## src/hw/rtl/etm_pkg.sv

```systemverilog
// Types, field widths and codes shared by the exposure timer.
// No dependencies; compile before the interfaces and modules.
`timescale 1ns / 1ps

package etm_pkg;

   localparam int CMD_W    = 3;
   localparam int TIME_W   = 32;
   localparam int TENTHS_W = 15;
   localparam int LAG_W    = 16;
   localparam int RUN_W    = 2;
   localparam int BEEP_W   = 2;

   // Command codes
   localparam logic [CMD_W-1:0] CMD_TICK        = 3'd0;
   localparam logic [CMD_W-1:0] CMD_START       = 3'd1;
   localparam logic [CMD_W-1:0] CMD_PAUSE       = 3'd2;
   localparam logic [CMD_W-1:0] CMD_RESUME      = 3'd3;
   localparam logic [CMD_W-1:0] CMD_STOP        = 3'd4;
   localparam logic [CMD_W-1:0] CMD_RESET       = 3'd5;
   localparam logic [CMD_W-1:0] CMD_RESET_TOTAL = 3'd6;

   // Run state codes
   localparam logic [RUN_W-1:0] RUN_STOPPED = 2'd0;
   localparam logic [RUN_W-1:0] RUN_ACTIVE  = 2'd1;
   localparam logic [RUN_W-1:0] RUN_PAUSED  = 2'd2;

   // Beeper codes
   localparam logic [BEEP_W-1:0] BEEP_NONE     = 2'd0;
   localparam logic [BEEP_W-1:0] BEEP_SHORT    = 2'd1;
   localparam logic [BEEP_W-1:0] BEEP_TONE_ON  = 2'd2;
   localparam logic [BEEP_W-1:0] BEEP_TONE_OFF = 2'd3;

   localparam int MS_PER_TENTH = 100;
   localparam logic [TENTHS_W-1:0] SAT_TENTHS = 15'd32767;
   // Smallest millisecond count whose tenths saturate
   localparam logic [TIME_W-1:0] SAT_MS = 32'd3276800;

   // Division by 100 below SAT_MS: (x * RECIP) >> RECIP_SHIFT
   localparam int DIV_IN_W    = 22;
   localparam int RECIP_W     = 23;
   localparam int RECIP_SHIFT = 29;
   localparam logic [RECIP_W-1:0] RECIP = 23'd5368710;

   typedef struct packed {
      logic [CMD_W-1:0]    cmd;
      logic [TIME_W-1:0]   now_ms;
      logic [TENTHS_W-1:0] duration_tenths;
   } etm_req_type;

   // Timer state just after one request, plus the per-request flags
   typedef struct packed {
      logic [RUN_W-1:0]  run_state;
      logic [TIME_W-1:0] cur;
      logic [TIME_W-1:0] resume;
      logic [TIME_W-1:0] resume_lag;
      logic [TIME_W-1:0] remaining;
      logic [TIME_W-1:0] stop;
      logic [LAG_W-1:0]  lag;
      logic [TIME_W-1:0] acc;
      logic [TIME_W-1:0] seg_ms;
      logic              stopped;
      logic [BEEP_W-1:0] beep;
      logic              pause_ok;
   } etm_snap_type;

   typedef struct packed {
      logic                relay_on;
      logic [RUN_W-1:0]    run_state;
      logic                just_stopped;
      logic [BEEP_W-1:0]   beep_cmd;
      logic                pause_ok;
      logic                in_lag;
      logic [TIME_W-1:0]   left_ms;
      logic [TENTHS_W-1:0] total_tenths;
      logic [TENTHS_W-1:0] last_segment_tenths;
   } etm_result_type;

   // Exposure counted in the running segment at time cur
   function automatic logic [TIME_W-1:0] exposure_ms(
      input logic              active,
      input logic [TIME_W-1:0] cur,
      input logic [TIME_W-1:0] stop,
      input logic [TIME_W-1:0] resume,
      input logic [TIME_W-1:0] resume_lag,
      input logic [TIME_W-1:0] remaining,
      input logic [LAG_W-1:0]  lag
   );
      logic [TIME_W-1:0] since;
      logic [TIME_W-1:0] res;
      since = cur - resume;
      if (!active) begin
         res = '0;
      end else if (cur > stop) begin
         res = remaining;
      end else if (since < TIME_W'(lag)) begin
         res = '0;
      end else begin
         res = cur - resume_lag;
      end
      return res;
   endfunction

endpackage

```

## src/hw/rtl/etm_req_if.sv

```systemverilog
// Request channel of the exposure timer: valid/ready plus command payload.
// Depends on etm_pkg.
`timescale 1ns / 1ps

interface etm_req_if import etm_pkg::*; ();
   logic                valid;
   logic                ready;
   logic [CMD_W-1:0]    cmd;
   logic [TIME_W-1:0]   now_ms;
   logic [TENTHS_W-1:0] duration_tenths;

   modport source (output valid, cmd, now_ms, duration_tenths, input ready);
   modport sink   (input valid, cmd, now_ms, duration_tenths, output ready);
endinterface

```

## src/hw/rtl/etm_rsp_if.sv

```systemverilog
// Response channel of the exposure timer: valid/ready plus status payload.
// Depends on etm_pkg.
`timescale 1ns / 1ps

interface etm_rsp_if import etm_pkg::*; ();
   logic                valid;
   logic                ready;
   logic                relay_on;
   logic [RUN_W-1:0]    run_state;
   logic                just_stopped;
   logic [BEEP_W-1:0]   beep_cmd;
   logic                pause_ok;
   logic                in_lag;
   logic [TIME_W-1:0]   left_ms;
   logic [TENTHS_W-1:0] total_tenths;
   logic [TENTHS_W-1:0] last_segment_tenths;

   modport source (output valid, relay_on, run_state, just_stopped, beep_cmd, pause_ok,
                   in_lag, left_ms, total_tenths, last_segment_tenths, input ready);
   modport sink   (input valid, relay_on, run_state, just_stopped, beep_cmd, pause_ok,
                   in_lag, left_ms, total_tenths, last_segment_tenths, output ready);
endinterface

```

## src/hw/rtl/exposure_timer_with_lag_unit.sv

```systemverilog
// Top level of the exposure timer with relay lag: handshake pipeline around
// the state core and the status stages. Depends on etm_pkg, etm_req_if,
// etm_rsp_if, etm_core and etm_report.
`timescale 1ns / 1ps

// Usage
//   req_chan (sink): one request per valid/ready handshake, carrying a
//     command (tick, start, pause, resume, stop, reset, reset total), the
//     millisecond time for ticks and the duration in tenths for starts.
//   rsp_chan (source): exactly one status response per request, in order:
//     relay drive, run state, just-stopped, beeper command, pause result,
//     lag flag, remaining ms and total / last segment in tenths.
//   csr_wr_en / csr_wr_data: write the relay lag in ms; write only while
//     no request is in flight.
// Timing
//   Four register stages: request register, state update, exposure and
//   remaining-time stage, tenths conversion (two 22x23 multiplies) into the
//   response register. An accepted request passes through them in that
//   order before its response is offered. One request per cycle is
//   sustained while the receiver takes every response; the state update, a
//   single add/compare step, closes the request-to-request loop.
// Reset and stalls
//   Synchronous reset clears the timer to stopped with zero times and a
//   zero lag, and empties the pipeline. A stalled receiver holds the
//   response; bubbles further up still fill, so requests keep being taken
//   until all four stages are occupied.

module exposure_timer_with_lag_unit import etm_pkg::*; (
   input  logic             clock,
   input  logic             reset,
   etm_req_if.sink          req_chan,
   etm_rsp_if.source        rsp_chan,
   input  logic             csr_wr_en,
   input  logic [LAG_W-1:0] csr_wr_data
);

   logic           a_v_ff, a_v_in;
   logic           b_v_ff, b_v_in;
   logic           c_v_ff, c_v_in;
   logic           d_v_ff, d_v_in;
   logic           a_ready, b_ready, c_ready, d_ready;
   etm_req_type    a_ff;
   etm_snap_type   snap;
   etm_result_type result;

   // Ready ripples back from the receiver; an empty stage always takes data
   assign d_ready = !d_v_ff || rsp_chan.ready;
   assign c_ready = !c_v_ff || d_ready;
   assign b_ready = !b_v_ff || c_ready;
   assign a_ready = !a_v_ff || b_ready;

   assign req_chan.ready = a_ready;

   // Advance each valid when its stage may load, else hold
   assign a_v_in = a_ready ? req_chan.valid : a_v_ff;
   assign b_v_in = b_ready ? a_v_ff : b_v_ff;
   assign c_v_in = c_ready ? b_v_ff : c_v_ff;
   assign d_v_in = d_ready ? c_v_ff : d_v_ff;

   always_ff @(posedge clock) begin
      if (reset) begin
         a_v_ff <= 1'b0;
         b_v_ff <= 1'b0;
         c_v_ff <= 1'b0;
         d_v_ff <= 1'b0;
      end else begin
         a_v_ff <= a_v_in;
         b_v_ff <= b_v_in;
         c_v_ff <= c_v_in;
         d_v_ff <= d_v_in;
      end
   end

   // Capture the request payload on acceptance
   always_ff @(posedge clock) begin
      if (req_chan.valid && a_ready) begin
         a_ff.cmd             <= req_chan.cmd;
         a_ff.now_ms          <= req_chan.now_ms;
         a_ff.duration_tenths <= req_chan.duration_tenths;
      end
   end

   // State update fires when the held request moves into the snapshot stage
   etm_core u_core (
      .clock       (clock),
      .reset       (reset),
      .step        (a_v_ff && b_ready),
      .req         (a_ff),
      .csr_wr_en   (csr_wr_en),
      .csr_wr_data (csr_wr_data),
      .snap        (snap)
   );

   etm_report u_report (
      .clock  (clock),
      .c_load (b_v_ff && c_ready),
      .d_load (c_v_ff && d_ready),
      .snap   (snap),
      .result (result)
   );

   // Drive the response channel straight from the response register
   assign rsp_chan.valid               = d_v_ff;
   assign rsp_chan.relay_on            = result.relay_on;
   assign rsp_chan.run_state           = result.run_state;
   assign rsp_chan.just_stopped        = result.just_stopped;
   assign rsp_chan.beep_cmd            = result.beep_cmd;
   assign rsp_chan.pause_ok            = result.pause_ok;
   assign rsp_chan.in_lag              = result.in_lag;
   assign rsp_chan.left_ms             = result.left_ms;
   assign rsp_chan.total_tenths        = result.total_tenths;
   assign rsp_chan.last_segment_tenths = result.last_segment_tenths;

`ifndef SYNTHESIS
   a_ready_when_out_free: assert property (@(posedge clock) disable iff (reset)
      !d_v_ff |-> req_chan.ready)
      else $error("request side blocked while the response register is empty");
   a_no_lost_stage: assert property (@(posedge clock) disable iff (reset)
      c_v_ff && !d_ready |=> c_v_ff && d_v_ff)
      else $error("stalled status stage dropped its request");
   a_relay_matches_state: assert property (@(posedge clock) disable iff (reset)
      d_v_ff |-> rsp_chan.relay_on == (rsp_chan.run_state == RUN_ACTIVE))
      else $error("relay drive disagrees with run state");
`endif

endmodule

```

## src/hw/rtl/etm_core.sv

```systemverilog
// Timer state registers and command decode; one request per step.
// Depends on etm_pkg.
`timescale 1ns / 1ps

module etm_core import etm_pkg::*; (
   input  logic               clock,
   input  logic               reset,
   input  logic               step,
   input  etm_req_type        req,
   input  logic               csr_wr_en,
   input  logic [LAG_W-1:0]   csr_wr_data,
   output etm_snap_type       snap
);

   logic [RUN_W-1:0]  run_ff, run_in;
   logic [TIME_W-1:0] cur_ff, cur_in;
   logic [TIME_W-1:0] resume_ff, resume_in;
   logic [TIME_W-1:0] rem_ff, rem_in;
   logic [TIME_W-1:0] acc_ff, acc_in;
   logic [TIME_W-1:0] seg_ff, seg_in;
   logic              lagp_ff, lagp_in;
   logic              stopped_ff, stopped_in;
   logic [LAG_W-1:0]  lag_ff, lag_in;
   // Derived sums kept in step with the state above
   logic [TIME_W-1:0] stop_ff, stop_in;      // resume + remaining + lag
   logic [TIME_W-1:0] rlag_ff, rlag_in;      // resume + lag
   logic [TIME_W-1:0] clag_ff, clag_in;      // current time + lag
   etm_snap_type      snap_ff;

   logic [BEEP_W-1:0] beep;
   logic              pok;
   logic              active;
   logic [TIME_W-1:0] cur_eff;
   logic [TIME_W-1:0] ex;
   logic              reached;
   logic [TIME_W-1:0] rem_start;
   logic [TIME_W-1:0] stop_start;
   logic [TIME_W-1:0] stop_add;

   assign active    = (run_ff == RUN_ACTIVE);
   assign cur_eff   = (req.cmd == CMD_TICK) ? req.now_ms : cur_ff;
   assign ex        = exposure_ms(active, cur_eff, stop_ff, resume_ff, rlag_ff, rem_ff, lag_ff);
   assign reached   = (cur_eff >= stop_ff);
   assign rem_start = TIME_W'(req.duration_tenths) * TIME_W'(MS_PER_TENTH);
   assign stop_start = clag_ff + rem_start;
   assign stop_add  = reached ? rem_ff : ex;

   always_comb begin
      run_in     = run_ff;
      cur_in     = cur_ff;
      resume_in  = resume_ff;
      rem_in     = rem_ff;
      acc_in     = acc_ff;
      seg_in     = seg_ff;
      lagp_in    = lagp_ff;
      stopped_in = stopped_ff;
      lag_in     = lag_ff;
      stop_in    = stop_ff;
      rlag_in    = rlag_ff;
      clag_in    = clag_ff;
      beep       = BEEP_NONE;
      pok        = 1'b0;
      if (step) begin
         unique case (req.cmd)
            CMD_TICK: begin
               cur_in     = req.now_ms;
               clag_in    = req.now_ms + TIME_W'(lag_ff);
               stopped_in = 1'b0;
               if (active) begin
                  if (ex != '0) begin
                     seg_in = ex;
                  end
                  if (reached) begin
                     stopped_in = 1'b1;
                     beep       = BEEP_TONE_OFF;
                     acc_in     = acc_ff + rem_ff;
                     run_in     = RUN_STOPPED;
                     rem_in     = '0;
                     stop_in    = rlag_ff;
                  end else if (!lagp_ff && ex >= TIME_W'(MS_PER_TENTH)) begin
                     lagp_in = 1'b1;
                     beep    = BEEP_TONE_ON;
                  end
               end
            end
            CMD_START: begin
               beep = BEEP_SHORT;
               if (req.duration_tenths == '0) begin
                  stopped_in = 1'b1;
               end else begin
                  lagp_in   = 1'b0;
                  rem_in    = rem_start;
                  resume_in = cur_ff;
                  run_in    = RUN_ACTIVE;
                  rlag_in   = clag_ff;
                  stop_in   = stop_start;
                  // stop time wrapped below now: the whole run counts at once
                  if (cur_ff > stop_start) begin
                     seg_in = rem_start;
                  end
               end
            end
            CMD_PAUSE: begin
               if (active) begin
                  beep = BEEP_TONE_OFF;
                  if (ex != '0) begin
                     seg_in = ex;
                  end
                  acc_in  = acc_ff + ex;
                  rem_in  = rem_ff - ex;
                  stop_in = stop_ff - ex;
                  run_in  = RUN_PAUSED;
                  pok     = (cur_ff > rlag_ff);
               end
            end
            CMD_RESUME: begin
               if (run_ff == RUN_PAUSED) begin
                  beep      = BEEP_SHORT;
                  lagp_in   = 1'b0;
                  resume_in = cur_ff;
                  run_in    = RUN_ACTIVE;
                  rlag_in   = clag_ff;
                  stop_in   = clag_ff + rem_ff;
               end
            end
            CMD_STOP, CMD_RESET: begin
               if (run_ff != RUN_STOPPED) begin
                  beep = BEEP_TONE_OFF;
                  if (ex != '0) begin
                     seg_in = ex;
                  end
                  acc_in  = acc_ff + stop_add;
                  run_in  = RUN_STOPPED;
                  rem_in  = '0;
                  stop_in = rlag_ff;
               end
               if (req.cmd == CMD_RESET) begin
                  acc_in = '0;
                  seg_in = '0;
               end
            end
            CMD_RESET_TOTAL: begin
               acc_in = '0;
            end
            default: begin
            end
         endcase
      end
      if (csr_wr_en) begin
         lag_in  = csr_wr_data;
         stop_in = resume_ff + rem_ff + TIME_W'(csr_wr_data);
         rlag_in = resume_ff + TIME_W'(csr_wr_data);
         clag_in = cur_ff + TIME_W'(csr_wr_data);
      end
   end

   always_ff @(posedge clock) begin
      if (reset) begin
         run_ff     <= RUN_STOPPED;
         cur_ff     <= '0;
         resume_ff  <= '0;
         rem_ff     <= '0;
         acc_ff     <= '0;
         seg_ff     <= '0;
         lagp_ff    <= 1'b0;
         stopped_ff <= 1'b0;
         lag_ff     <= '0;
         stop_ff    <= '0;
         rlag_ff    <= '0;
         clag_ff    <= '0;
      end else begin
         run_ff     <= run_in;
         cur_ff     <= cur_in;
         resume_ff  <= resume_in;
         rem_ff     <= rem_in;
         acc_ff     <= acc_in;
         seg_ff     <= seg_in;
         lagp_ff    <= lagp_in;
         stopped_ff <= stopped_in;
         lag_ff     <= lag_in;
         stop_ff    <= stop_in;
         rlag_ff    <= rlag_in;
         clag_ff    <= clag_in;
      end
   end

   always_ff @(posedge clock) begin
      if (step) begin
         snap_ff.run_state  <= run_in;
         snap_ff.cur        <= cur_in;
         snap_ff.resume     <= resume_in;
         snap_ff.resume_lag <= rlag_in;
         snap_ff.remaining  <= rem_in;
         snap_ff.stop       <= stop_in;
         snap_ff.lag        <= lag_in;
         snap_ff.acc        <= acc_in;
         snap_ff.seg_ms     <= seg_in;
         snap_ff.stopped    <= stopped_in;
         snap_ff.beep       <= beep;
         snap_ff.pause_ok   <= pok;
      end
   end

   assign snap = snap_ff;

`ifndef SYNTHESIS
   a_stop_sum: assert property (@(posedge clock) disable iff (reset)
      stop_ff == resume_ff + rem_ff + TIME_W'(lag_ff))
      else $error("stop time out of step with resume, remaining and lag");
   a_rlag_sum: assert property (@(posedge clock) disable iff (reset)
      rlag_ff == resume_ff + TIME_W'(lag_ff))
      else $error("resume plus lag out of step");
   a_clag_sum: assert property (@(posedge clock) disable iff (reset)
      clag_ff == cur_ff + TIME_W'(lag_ff))
      else $error("current time plus lag out of step");
   a_stopped_empty: assert property (@(posedge clock) disable iff (reset)
      run_ff == RUN_STOPPED |-> rem_ff == '0)
      else $error("remaining time left over while stopped");
`endif

endmodule

```

## src/hw/rtl/etm_report.sv

```systemverilog
// Status stages: exposure, remaining time and tenths conversion of a snapshot.
// Depends on etm_pkg.
`timescale 1ns / 1ps

module etm_report import etm_pkg::*; (
   input  logic           clock,
   input  logic           c_load,
   input  logic           d_load,
   input  etm_snap_type   snap,
   output etm_result_type result
);

   typedef struct packed {
      logic              relay_on;
      logic [RUN_W-1:0]  run_state;
      logic              just_stopped;
      logic [BEEP_W-1:0] beep_cmd;
      logic              pause_ok;
      logic              in_lag;
      logic [TIME_W-1:0] left_ms;
      logic [TIME_W-1:0] sum_ms;
      logic [TIME_W-1:0] seg_ms;
   } expo_type;

   expo_type          c_ff, c_in;
   etm_result_type    d_ff;
   logic              active;
   logic [TIME_W-1:0] ex;

   function automatic logic [TENTHS_W-1:0] ms_to_tenths(input logic [TIME_W-1:0] ms);
      logic [DIV_IN_W+RECIP_W-1:0] prod;
      logic [TENTHS_W-1:0]         res;
      prod = (DIV_IN_W + RECIP_W)'(ms[DIV_IN_W-1:0]) * (DIV_IN_W + RECIP_W)'(RECIP);
      if (ms >= SAT_MS) begin
         res = SAT_TENTHS;
      end else begin
         res = prod[RECIP_SHIFT +: TENTHS_W];
      end
      return res;
   endfunction

   assign active = (snap.run_state == RUN_ACTIVE);
   assign ex = exposure_ms(active, snap.cur, snap.stop, snap.resume, snap.resume_lag,
                           snap.remaining, snap.lag);

   always_comb begin
      c_in.relay_on     = active;
      c_in.run_state    = snap.run_state;
      c_in.just_stopped = snap.stopped;
      c_in.beep_cmd     = snap.beep;
      c_in.pause_ok     = snap.pause_ok;
      c_in.in_lag       = active && (ex == '0);
      c_in.left_ms      = (active && ex != '0) ? (snap.stop - snap.cur) : snap.remaining;
      c_in.sum_ms       = snap.acc + ex;
      c_in.seg_ms       = snap.seg_ms;
   end

   always_ff @(posedge clock) begin
      if (c_load) begin
         c_ff <= c_in;
      end
   end

   always_ff @(posedge clock) begin
      if (d_load) begin
         d_ff.relay_on            <= c_ff.relay_on;
         d_ff.run_state           <= c_ff.run_state;
         d_ff.just_stopped        <= c_ff.just_stopped;
         d_ff.beep_cmd            <= c_ff.beep_cmd;
         d_ff.pause_ok            <= c_ff.pause_ok;
         d_ff.in_lag              <= c_ff.in_lag;
         d_ff.left_ms             <= c_ff.left_ms;
         d_ff.total_tenths        <= ms_to_tenths(c_ff.sum_ms);
         d_ff.last_segment_tenths <= ms_to_tenths(c_ff.seg_ms);
      end
   end

   assign result = d_ff;

endmodule

```

## src/flat_wrapper.sv

```systemverilog
// flat-port wrapper written by rule: the top's interface ports become plain ports
module exposure_timer_with_lag_unit_flat import etm_pkg::*;
  (clock, reset, csr_wr_en, csr_wr_data, req_chan_valid, req_chan_cmd, req_chan_now_ms, req_chan_duration_tenths, req_chan_ready, rsp_chan_valid, rsp_chan_relay_on, rsp_chan_run_state, rsp_chan_just_stopped, rsp_chan_beep_cmd, rsp_chan_pause_ok, rsp_chan_in_lag, rsp_chan_left_ms, rsp_chan_total_tenths, rsp_chan_last_segment_tenths, rsp_chan_ready);
  etm_req_if req_chan_i ();
  etm_rsp_if rsp_chan_i ();
  input  logic clock;
  input  logic reset;
  input  logic csr_wr_en;
  input  logic [LAG_W-1:0] csr_wr_data;
  input wire logic [$bits(req_chan_i.valid)-1:0] req_chan_valid;
  input wire logic [$bits(req_chan_i.cmd)-1:0] req_chan_cmd;
  input wire logic [$bits(req_chan_i.now_ms)-1:0] req_chan_now_ms;
  input wire logic [$bits(req_chan_i.duration_tenths)-1:0] req_chan_duration_tenths;
  output wire logic [$bits(req_chan_i.ready)-1:0] req_chan_ready;
  output wire logic [$bits(rsp_chan_i.valid)-1:0] rsp_chan_valid;
  output wire logic [$bits(rsp_chan_i.relay_on)-1:0] rsp_chan_relay_on;
  output wire logic [$bits(rsp_chan_i.run_state)-1:0] rsp_chan_run_state;
  output wire logic [$bits(rsp_chan_i.just_stopped)-1:0] rsp_chan_just_stopped;
  output wire logic [$bits(rsp_chan_i.beep_cmd)-1:0] rsp_chan_beep_cmd;
  output wire logic [$bits(rsp_chan_i.pause_ok)-1:0] rsp_chan_pause_ok;
  output wire logic [$bits(rsp_chan_i.in_lag)-1:0] rsp_chan_in_lag;
  output wire logic [$bits(rsp_chan_i.left_ms)-1:0] rsp_chan_left_ms;
  output wire logic [$bits(rsp_chan_i.total_tenths)-1:0] rsp_chan_total_tenths;
  output wire logic [$bits(rsp_chan_i.last_segment_tenths)-1:0] rsp_chan_last_segment_tenths;
  input wire logic [$bits(rsp_chan_i.ready)-1:0] rsp_chan_ready;
  assign req_chan_i.valid = req_chan_valid;
  assign req_chan_i.cmd = req_chan_cmd;
  assign req_chan_i.now_ms = req_chan_now_ms;
  assign req_chan_i.duration_tenths = req_chan_duration_tenths;
  assign req_chan_ready = req_chan_i.ready;
  assign rsp_chan_valid = rsp_chan_i.valid;
  assign rsp_chan_relay_on = rsp_chan_i.relay_on;
  assign rsp_chan_run_state = rsp_chan_i.run_state;
  assign rsp_chan_just_stopped = rsp_chan_i.just_stopped;
  assign rsp_chan_beep_cmd = rsp_chan_i.beep_cmd;
  assign rsp_chan_pause_ok = rsp_chan_i.pause_ok;
  assign rsp_chan_in_lag = rsp_chan_i.in_lag;
  assign rsp_chan_left_ms = rsp_chan_i.left_ms;
  assign rsp_chan_total_tenths = rsp_chan_i.total_tenths;
  assign rsp_chan_last_segment_tenths = rsp_chan_i.last_segment_tenths;
  assign rsp_chan_i.ready = rsp_chan_ready;
  exposure_timer_with_lag_unit u_core (.clock(clock), .reset(reset), .req_chan(req_chan_i), .rsp_chan(rsp_chan_i), .csr_wr_en(csr_wr_en), .csr_wr_data(csr_wr_data));
endmodule
```

## config.mk

```make
export PLATFORM = sky130hd
export DESIGN_NAME = exposure_timer_with_lag_unit_flat
export DESIGN_NICKNAME = d
export VERILOG_FILES = /design/src/hw/rtl/etm_pkg.sv /design/src/hw/rtl/etm_req_if.sv /design/src/hw/rtl/etm_rsp_if.sv /design/src/hw/rtl/exposure_timer_with_lag_unit.sv /design/src/hw/rtl/etm_core.sv /design/src/hw/rtl/etm_report.sv /design/src/flat_wrapper.sv
export SDC_FILE = /design/constraint.sdc
export NUM_CORES = 2
export LEC_CHECK = 0
export BUFFER_PORTS_ARGS = -buffer_cell sky130_fd_sc_hd__buf_2
export CAP_MARGIN = 5
export CORE_UTILIZATION = 57
export DETAILED_ROUTE_END_ITERATION = 8
export PLACE_DENSITY = 0.71
export RECOVER_POWER = 50
export SLEW_MARGIN = 0
export SYNTH_ARGS = -nofsm -noshare
export SYNTH_HDL_FRONTEND = slang
export SYNTH_SLANG_ARGS = --single-unit
```

## constraint.sdc

```tcl
create_clock -name clock -period 10.9 [get_ports clock]
set_input_delay 1.09 -clock clock [delete_from_list [all_inputs] [get_ports clock]]
set_output_delay 1.09 -clock clock [all_outputs]
set_load 0.005 [all_outputs]
```

==> results.md <==
* Status: finished, violations left
* Failing checks: max-capacitance violations, max-slew violations
* Pwr/cell area at ~170 nW/um^2
* Max Fanout on Critical Path at 10
* Post-DP Area at about 78,000 um^2
* Unrepaired setup endpoints after global routing: yes
* Unique masters post-synth at 100
* Crit path from: u_core.a_ff[1]$_DFFE_PP_
* Worst hold path type: register to register
* FF-to-FF Start: u_core.a_ff[1]$_DFFE_PP_
* CP Capture Point: u_core.u_core.seg_ff[12]$_SDFF_PP0_
* Die Ht at 364 um
* Number of global-route vias before repair at 62,376
* Share of layout cells above drive strength 1 at 0.0613
* Total Routing Usage GR at 0.405
* Rel. slew slack at -1.68
* Worst reg2reg setup slack at 270 ps
* Fin cells at 10,005
* CTS Hold Bufs at 0
* Leakage at 0.0369 uW
* Clk pin slew, worst setup/hold paths at 60 ps
* NumNets Final at 9,817
* CP Capture Type: register
* # IOs at 143
* Biggest area consumer among synthesized cells: ha_1
* Final Max Slew Viols at between 600 and 700
* Design area at 81,200 um^2
* Grt ovf at 0
* Max H-tree Level at 3
* Crit path max-delay cell type: xnor2_1
* Initial DRC count at between 7,000 and 8,000
* Worst path bufs/invs at 4
* CTS sink count at 750
* CP required at around 11,000 ps
* Commonest non-fill, non-tap cell in the layout: ha_1
* HPWL Detailed at 218,000 um
* Total Power Consumption at between 10,000 and 15,000 uW
* Pre-Repair DR Iteration Count at 9
* Syn Area/Cell at a little over 9 um^2
* Worst Path Arrival at 11,230 ps
* Final hold violations at 0
* Critical Path Stages at 42
* Final number of setup-violating endpoints at 0
* Seq/Total Area, Yosys at 0.264
* Synth async-reset ratio at 0
* Least-Margin Pin Slew at 4020 ps
* Global-route wire length before repair at 395,000 um
* RR Endpoint: u_core.u_core.seg_ff[12]$_SDFF_PP0_
* I/O Buffers at around 140
* Vias per cell at about 6.5
* Gate Count Post-Synth at between 7,000 and 8,000
* Worst clock skew at 53.3 ps
* Initial antenna violation count at 21
* Largest net degree at the start of global routing at ~160
* Row cnt at around 130
* Most frequent cells in the layout: ha_1 (1,165), inv_1 (884), a21oi_1 (515)
* Synth area leaders: ha_1 (20%), edfxtp_1 (19%), fa_1 (11%)
* Wire per inst at 27.1 um
* Die area at between 100,000 and 150,000 um^2
* Yosys reg bits at 750
* Syn_nets at 9,629
* Post-synth EDFFs at 470
* Starting density of the core at 0.576
* Slowest stage delay, CP at about 1200 ps
* Worst skew pair latency at 740 ps
* Max Root-Sink Buffers at 3
* Synth Cell Area at about 75,000 um^2
* Area growth from synthesis to layout at 8.73%
* Drt drc at 0
* WL final at 271,000 um
* Routed Antenna Nets at 0
* Die width at 364 um
* Peak VDD IR at 212 uV
* Placed insts at 9,832
* Max_cap viols at 15
* Worst r2r path cells at 42
* Core ar. at 130,000 um^2
* Vias at 64,653
* Yosys top cell area share at 0.195
* Placer congestion estimate at 1.11
* Yosys warning total at 0
* Root Buffer Master: clkbuf_16
* Critical path class: register to register
* CTS tree: built
* Worst Setup Start Kind: register
* Minimum clock period at around 11,000 ps
* Tcrit/Tclk final at 0.975
* Worst hold slack at 385 ps
* Top FF cell, synth: edfxtp_1
* Family with the most delay on the worst path: compound AO/OA/AOI/OAI gates
* F_max at 94.1 MHz
* Num CTS Buffers at between 80 and 90
[sequential cells by signal (all words and copies together) (netlist names), 50 cells and up]
signal and flops:
u_core.u_core.snap 246, u_core.a_ff 50, u_core.u_report.result 70, u_core.u_report.c_ff 104
[area by class of cell]
type / count / area (um^2)
diodes: 5 / 12.5
clock inverters: 47 / 678
multi-input cells: 6163 / 51000
inverters: 888 / 3340
flip-flops and latches: 750 / 19700
well taps: 1742 / 2180
repair buffers: 293 / 1790
clock buffers: 117 / 2470
fillers: 11044 / 48500
[synthesized netlist by cell type, types with 158 or more instances]
cell / number
nor3_1: 158
xnor2_1: 297
a21oi_1: 519
dfxtp_1: 280
nor2_1: 484
a21o_1: 168
o21ai_0: 445
nand2_1: 513
inv_1: 885
clkbuf_1: 173
and2_1: 240
edfxtp_1: 470
fa_1: 397
ha_1: 1165
[cells by family after synthesis]
| logic type | share of synthesized area |
|---|---|
| AO/OA/AOI/OAI | 0.176 |
| XOR/XNOR | 0.0530 |
| adder cells (fa/ha/maj) | 0.302 |
| buffers and inverters | 0.0548 |
| flip-flops | 0.264 |
| multiplexers | 0.0155 |
| AND/OR/NAND/NOR | 0.134 |
[stage by stage]
stage,util,setup slack [ps],setup TNS [ps]
after CTS,0.626,44.9,0
after global placement,0.602,-18.7,-32.1
final,0.626,268,0
after detailed placement,0.602,-251,-580
after floorplan,-,1300,0
after global routing,0.626,19.6,0
[report_power, final]
| group | switching, uW | internal, uW |
|---|---|---|
| clock network | 1330 | 1960 |
| registers | 167 | 3160 |
| logic | 4270 | 2820 |
| total | 5770 | 7930 |
[how the worst min path moves through the flow]
stage / startpoint / endpoint / slack [ps] / cells past startpoint
final: u_core.u_core.snap[31]$_DFFE_PP_ / u_core.u_report.c_ff[27]$_DFFE_PP_ / 380 / 0
after global placement: u_core.u_core.snap[21]$_DFFE_PP_ / u_core.u_report.c_ff[17]$_DFFE_PP_ / 400 / 0
after detailed placement: u_core.u_core.snap[3]$_DFFE_PP_ / u_core.u_report.c_ff[100]$_DFFE_PP_ / 400 / 0
after floorplan: u_core.u_core.snap[4]$_DFFE_PP_ / u_core.u_report.c_ff[0]$_DFFE_PP_ / 400 / 0
after CTS: u_core.u_core.snap[31]$_DFFE_PP_ / u_core.u_report.c_ff[27]$_DFFE_PP_ / 380 / 0
after global routing: u_core.u_core.snap[31]$_DFFE_PP_ / u_core.u_report.c_ff[27]$_DFFE_PP_ / 400 / 0
[what timing repair did]
item,CTS,global route
cloned,0,0
pin swaps,1,0
buffers inserted,2,2
setup endpoints to repair,6,35
resized for setup,2,19
[routing by layer]
metal  global-route usage  part of all wire  vias up
met2                0.612              0.43     3482
li1                     -                 -    29054
met5             0.000363           0.00061        -
met1                0.511              0.39    31189
met3                0.103              0.11      902
met4                0.267             0.077       26
(Power assumes the default switching activity.)
